$ cat src/design/rau_pkg.sv
package rau_pkg;

    localparam int FIELD_WIDTH_DEF = 32;

    localparam logic [3:0] OP_ADD  = 4'd0;
    localparam logic [3:0] OP_SUB  = 4'd1;
    localparam logic [3:0] OP_MUL  = 4'd2;
    localparam logic [3:0] OP_DIV  = 4'd3;
    localparam logic [3:0] OP_NORM = 4'd4;
    localparam logic [3:0] OP_CMP  = 4'd5;
    localparam logic [3:0] OP_INC  = 4'd6;
    localparam logic [3:0] OP_DEC  = 4'd7;
    localparam logic [3:0] OP_NEG  = 4'd8;

    localparam logic [1:0] ST_OK   = 2'd0;
    localparam logic [1:0] ST_DIVZ = 2'd1;
    localparam logic [1:0] ST_OVF  = 2'd2;

    typedef struct packed {
        logic [3:0]         opcode;
        logic signed [31:0] a_num;
        logic signed [31:0] a_den;
        logic signed [31:0] b_num;
        logic [30:0]        b_den;
    } rau_in_t;

    typedef struct packed {
        logic signed [31:0] res_num;
        logic [30:0]        res_den;
        logic               is_less;
        logic               is_equal;
        logic [1:0]         status;
    } rau_out_t;

    // Start and operands of one 64-bit division pass.
    typedef struct packed {
        logic        start;
        logic [63:0] dividend;
        logic [63:0] divisor;
    } rau_div_req_t;

endpackage

$ cat src/design/rau_divider.sv
// Restoring divider: one quotient bit per cycle.
module rau_divider (
    input  logic                  aclk,
    input  logic                  aresetn,
    input  rau_pkg::rau_div_req_t req,
    output logic                  done,
    output logic [63:0]           quot,
    output logic [63:0]           rem
);

    logic [63:0] q_reg, q_next;
    logic [63:0] r_reg, r_next;
    logic [63:0] d_reg, d_next;
    logic [6:0]  cnt_reg, cnt_next;
    logic        busy_reg, busy_next;
    logic [64:0] shifted;
    logic [64:0] diff;
    logic [63:0] q_step;
    logic [63:0] r_step;

    assign shifted = {r_reg, q_reg[63]};
    assign diff    = shifted - {1'b0, d_reg};

    // Result of the current shift-subtract step, independent of a new start.
    assign q_step = {q_reg[62:0], !diff[64]};
    assign r_step = diff[64] ? shifted[63:0] : diff[63:0];

    // One shift-subtract step per cycle while busy.
    always_comb begin
        q_next    = q_reg;
        r_next    = r_reg;
        d_next    = d_reg;
        cnt_next  = cnt_reg;
        busy_next = busy_reg;
        if (req.start) begin
            q_next    = req.dividend;
            r_next    = '0;
            d_next    = req.divisor;
            cnt_next  = 7'd0;
            busy_next = 1'b1;
        end else if (busy_reg) begin
            r_next   = r_step;
            q_next   = q_step;
            cnt_next = cnt_reg + 7'd1;
            if (cnt_reg == 7'd63) begin
                busy_next = 1'b0;
            end
        end
    end

    always_ff @(posedge aclk) begin
        q_reg   <= q_next;
        r_reg   <= r_next;
        d_reg   <= d_next;
        cnt_reg <= cnt_next;
        if (!aresetn) begin
            busy_reg <= 1'b0;
        end else begin
            busy_reg <= busy_next;
        end
    end

    assign done = busy_reg && (cnt_reg == 7'd63);
    assign quot = q_step;
    assign rem  = r_step;

endmodule
$ cat config.mk
export PLATFORM = sky130hd
export DESIGN_NAME = rau_divider
export DESIGN_NICKNAME = d
export VERILOG_FILES = /design/src/design/rau_pkg.sv /design/src/design/rau_divider.sv
export SDC_FILE = /design/constraint.sdc
export NUM_CORES = 1
export LEC_CHECK = 0
export BUFFER_PORTS_ARGS = -buffer_cell sky130_fd_sc_hd__buf_2
export CELL_PAD_IN_SITES_DETAIL_PLACEMENT = 1
export CELL_PAD_IN_SITES_GLOBAL_PLACEMENT = 1
export CORE_ASPECT_RATIO = 1.2
export CORE_UTILIZATION = 43
export DETAILED_ROUTE_END_ITERATION = 8
export PLACE_DENSITY_LB_ADDON = 0.15
export SKIP_LAST_GASP = 1
export SLEW_MARGIN = 25
export SYNTH_ARGS = -nofsm -noshare
export SYNTH_HDL_FRONTEND = slang
export SYNTH_SLANG_ARGS = --single-unit
$ cat constraint.sdc
create_clock -name aclk -period 5.4 [get_ports aclk]
set_input_delay 1.08 -clock aclk [delete_from_list [all_inputs] [get_ports aclk]]
set_output_delay 1.08 -clock aclk [all_outputs]
set_load 0.01 [all_outputs]
# == Word level (Yosys, flattened, before mapping) ==
# Index checks and enable logic that the tools add are counted.
# totals
register_bits,200
latchBits,0
ramBits,0
romBits,0
input_bits,131
out_inout_bits,129
elab_cells,17
memories,0
# classes
addsub,2
multipliers,0
div_mod_pow,0
n_lt_le_gt_ge,0
eq_ne,1
n_shift,0
muxes,6
bitwise_logic,0
reduce_logical,3
# ops
cell,n
two-way mux 64 bit,3
subtractor 65 x 64 -> 65 bit,1
"adder 7 x 1 -> 7 bit, second input constant",1
"equality test 7 x 6 -> 1 bit, second input constant",1
two-way mux 1 bit,3
nonzero test 2 bit,1
logical AND 1 bit,1
zero test 1 bit,1

# == Logic depth before layout (Yosys ltp) ==
# logic_depth
ltp_word,4
depth_mapped,16
mapped_depth_nobuf,14

# == Worst setup path after synthesis ==
# OpenSTA, ideal clock, no wires.
# synth_path
path_type,register -> output
start,register q_reg[63]
end,output port rem[16]
arrival_time_ns,3.299
required_ns,4.320
path_slack_ns,1.021
stages_incl_launch_ff,16
n_path_buf,2
cell_sequence,edfxtp_1 -> inv_1 -> ha_1 -> fa_1 -> nand2b_1 -> a21oi_1 -> o21ai_1 -> a31oi_2 -> a21oi_4 -> o31ai_4 -> a31oi_4 -> xor2_4 -> buf_2 -> clkbuf_1 -> nand2_1 -> o21ai_0
# synth_via
elab_chain_len,2
# synth_lines
item,line,rtl
start: declaration,rau_divider.sv:11,"logic [63:0] q_reg, q_next;"
start signal: assignment,rau_divider.sv:52,q_reg <= q_next;
subtractor 65 x 64 -> 65 bit,rau_divider.sv:22,"assign diff = shifted - {1'b0, d_reg};"
two-way mux 64 bit,rau_divider.sv:26,assign r_step = diff[64] ? shifted[63:0] : diff[63:0];
end: declaration,rau_divider.sv:8,output logic [63:0] rem
# Every way passes these cells.

# == Final worst setup path ==
# layout_path
start,register q_reg[63]
end,output port rem[40]
# The elaborated chain is that of the path after synthesis.

==> impl_metrics.tcl <==
set metrics [dict create \
    outcome "finished, final reports clean" \
    fin_ws_ns 0.2489 \
    tightest_slew_ns 0.9712 \
    start_kind "flip-flop" \
    ant_nets 0 \
    dieArea_um2 30250 \
    yosys_register_bits 200 \
    antenna_found_initial 4 \
    netlist_instances 1351 \
    min_to "cnt_reg[5]$_SDFFE_PP0P_" \
    hp-start "cnt_reg[5]$_SDFFE_PP0P_" \
    slew_headroom_pct 35.25 \
    post-place-ws_ns 0.5009 \
    yosys_warnings 0 \
    grt_pass1_wl_mm 57.66 \
    fp.dieW_um 158.9 \
    post_drt_wl_per_cell_um 19.14 \
    post-route-period-util_pct 95.39 \
    ir_worst_vdd_mv 0.1825 \
    hold_path_class "reg2reg" \
    rsz0062_at_grt "false" \
    critPathKind "reg2out" \
    synth_nets 1548 \
    route.vias.total 10500 \
    cts_buffers 17 \
    rows 68 \
    clk_path_buf_depth 2 \
    ys.flop_type "edfxtp_1" \
    numPortBuffers 259 \
    ff2ff_setup_slack_ns 1.63 \
    first_pass_iters 5 \
    ff_latch_area_um2 5289 \
    gp_congestion 0.8851 \
    synth-async-reset-ratio_pct 0 \
    cts.sinks 200 \
    fin_nets 1709 \
    synth_area_um2 12710 \
    cts_tree "done" \
    fmax_mhz 194.1 \
    avgSynthCellArea_um2 9.406 \
    setup_tns_ns 0 \
    io_pins 260 \
    critical_path_arrival_ns 4.07 \
    core-area_um2 28930 \
    cts-root-buf "clkbuf_16" \
    grt_pass1_vias 10940 \
    drt-vias-per-instance 5.493 \
    start_util_pct 43.93 \
    final_max_slew_viol_count 0 \
    clk_pin_slew_ns 0.08 \
    finalHoldViolations 0 \
    r2r_start "q_reg[63]$_DFFE_PP_" \
    cts_setup_buffers 0 \
    synth-edff-count 128 \
    worstPathRequired_ns 4.32 \
    cts_resized 0 \
    hold_depth 2 \
    multiInputGateArea_um2 6345 \
    rr_worst_depth 15 \
    htreeDepth 4 \
    max_cap_viol_count 0 \
    die_h_um 190.3 \
    r2r-end "r_reg[39]$_SDFFE_PP0P_" \
    power_density_nw_per_um2 321.6 \
    drc 0 \
    grt_max_degree 80 \
    clock_skew_ns 0.01393 \
    synth.distinct_cells 74 \
    critPathMaxFanout 18 \
    wirelength_mm 36.59 \
    grt.total_usage_pct 23.93 \
    cp-end-kind "primary output" \
    fillers 3419 \
    yosysSeqAreaShare_pct 41.59 \
    clkLatencyLatePin_ns 0.45 \
    dp_hpwl_mm 27.40 \
    drive_gt1_share_pct 26.56 \
    fin_crit_ns 5.151 \
    area_growth_pct 14.04 \
    drt_iter0_drc 520 \
    grt.overflow.total 0 \
    setup_viol 0 \
    holdBufCountCts 0 \
    power_leakage_nw 6.566 \
]
[placed cells by master (no fill, tap or decap), types with 15 or more instances in the layout]
cell type | synthesis | routed
nand3_1 | 15 | 15
edfxtp_1 | 128 | 128
a21o_1 | 26 | 26
xnor2_1 | 39 | 39
clkbuf_16 | 0 | 17
ha_1 | 65 | 65
nand4_1 | 22 | 22
xor2_1 | 23 | 23
o21ai_0 | 51 | 51
nor3_1 | 18 | 18
nor2_1 | 108 | 108
inv_1 | 84 | 84
nand2_1 | 193 | 192
and3_1 | 19 | 19
buf_2 | 7 | 258
a311oi_1 | 40 | 40
a21oi_1 | 75 | 75
o21a_1 | 20 | 20
mux2_2 | 71 | 71
dfxtp_1 | 72 | 71
[per-stage QoR]
stage          hold slack (ns)  utilization [%]  area, µm²  power (mW)  instances
5_1_grt                 0.5285            50.09      14490       4.900       1911
2_1_floorplan           0.4539                -      12710       2.894       1351
6_report                0.4970            50.10      14490       4.660       1912
4_1_cts                 0.5000            50.02      14470       4.699       1910
3_5_place_dp            0.4885            47.92      13860       3.328       1878
3_3_place_gp            0.4723            47.92      13860       3.307       1878
[worst max-delay path: stages, from the launching register on]
cell	delay [ns]
edfxtp_1	0.36
inv_1	0.05
ha_1	0.21
fa_1	0.39
nand2b_1	0.19
a21oi_1	0.23
o21ai_1	0.17
a31oi_4	0.28
a21oi_4	0.14
o31ai_4	0.35
a31oi_4	0.16
xor2_4	0.20
inv_4	0.18
buf_12	0.20
mux2_2	0.36
buf_2	0.14
[metal layers]
metal  track usage (%)  up-vias  routed length (µm)
met5                 0        -                  23
met4             8.432        4                 930
met3             4.806       57                1765
met2             42.41      265               18250
met1             28.78     5060               15630
li1                  -     5116                   -
[synth_stat cells, types with 5 or more instances]
master / count / area share (%)
nand2b_1: 8 / 0.39
xnor2_1: 39 / 2.7
a311oi_1: 40 / 2.8
o31ai_1: 5 / 0.30
buf_2: 7 / 0.28
or2_2: 5 / 0.25
nand4_1: 22 / 1.1
o211a_1: 5 / 0.39
ha_1: 65 / 6.4
buf_4: 65 / 3.8
a21o_1: 26 / 1.5
mux2_4: 6 / 0.71
and3_1: 19 / 0.94
a31oi_1: 12 / 0.59
o21a_1: 20 / 1.2
o21bai_1: 6 / 0.35
nor3_1: 18 / 0.71
o211ai_1: 6 / 0.35
nor2_1: 108 / 3.2
a211oi_1: 9 / 0.53
inv_1: 84 / 2.5
dfxtp_1: 72 / 11
o21ai_1: 6 / 0.24
o21ai_0: 51 / 2.0
nor4_1: 9 / 0.44
edfxtp_1: 128 / 30
or3_1: 5 / 0.25
mux2_2: 71 / 6.3
a21boi_0: 6 / 0.35
clkbuf_1: 51 / 1.5
nand2_1: 193 / 5.7
nand3_1: 15 / 0.59
xor2_1: 23 / 1.6
a21oi_1: 75 / 3.0
[worst max path at each step]
stage          cells past startpoint                 from  endpoint
4_1_cts                           16  q_reg[63]$_DFFE_PP_   rem[60]
3_5_place_dp                      16  q_reg[63]$_DFFE_PP_   rem[60]
6_report                          15  q_reg[63]$_DFFE_PP_   rem[40]
3_3_place_gp                      16  q_reg[63]$_DFFE_PP_   rem[60]
5_1_grt                           15  q_reg[63]$_DFFE_PP_   rem[36]
2_1_floorplan                     15  q_reg[63]$_DFFE_PP_   rem[16]
[cells by family after synthesis]
group	after synthesis	synth area share, %
and+or+nand+nor	419	14.56
AOI/OAI and AO/OA	306	16.80
buffers and inverters	215	8.576
DFF	200	41.59
muxes	82	7.424
adders and majority gates	66	6.558
xor gates and xnor gates	63	4.490
[report_power, final]
group / switching [mW] / internal, mW / leakage (nW)
logic: 0.856 / 0.571 / 4.41
registers: 0.0918 / 1.78 / 1.86
clock network: 0.691 / 0.668 / 0.295
total: 1.64 / 3.02 / 6.57
[area by class of cell]
type	count	area share (%)
diodes	2	0.03454
clock buffers	17	2.936
clock inverters	15	1.261
inverters	85	2.219
multi-input cells	936	43.78
flip-flops and latches	200	36.50
well taps	385	3.324
repair buffers	272	9.946
Note: power is estimated with default switching activity, not from simulation.
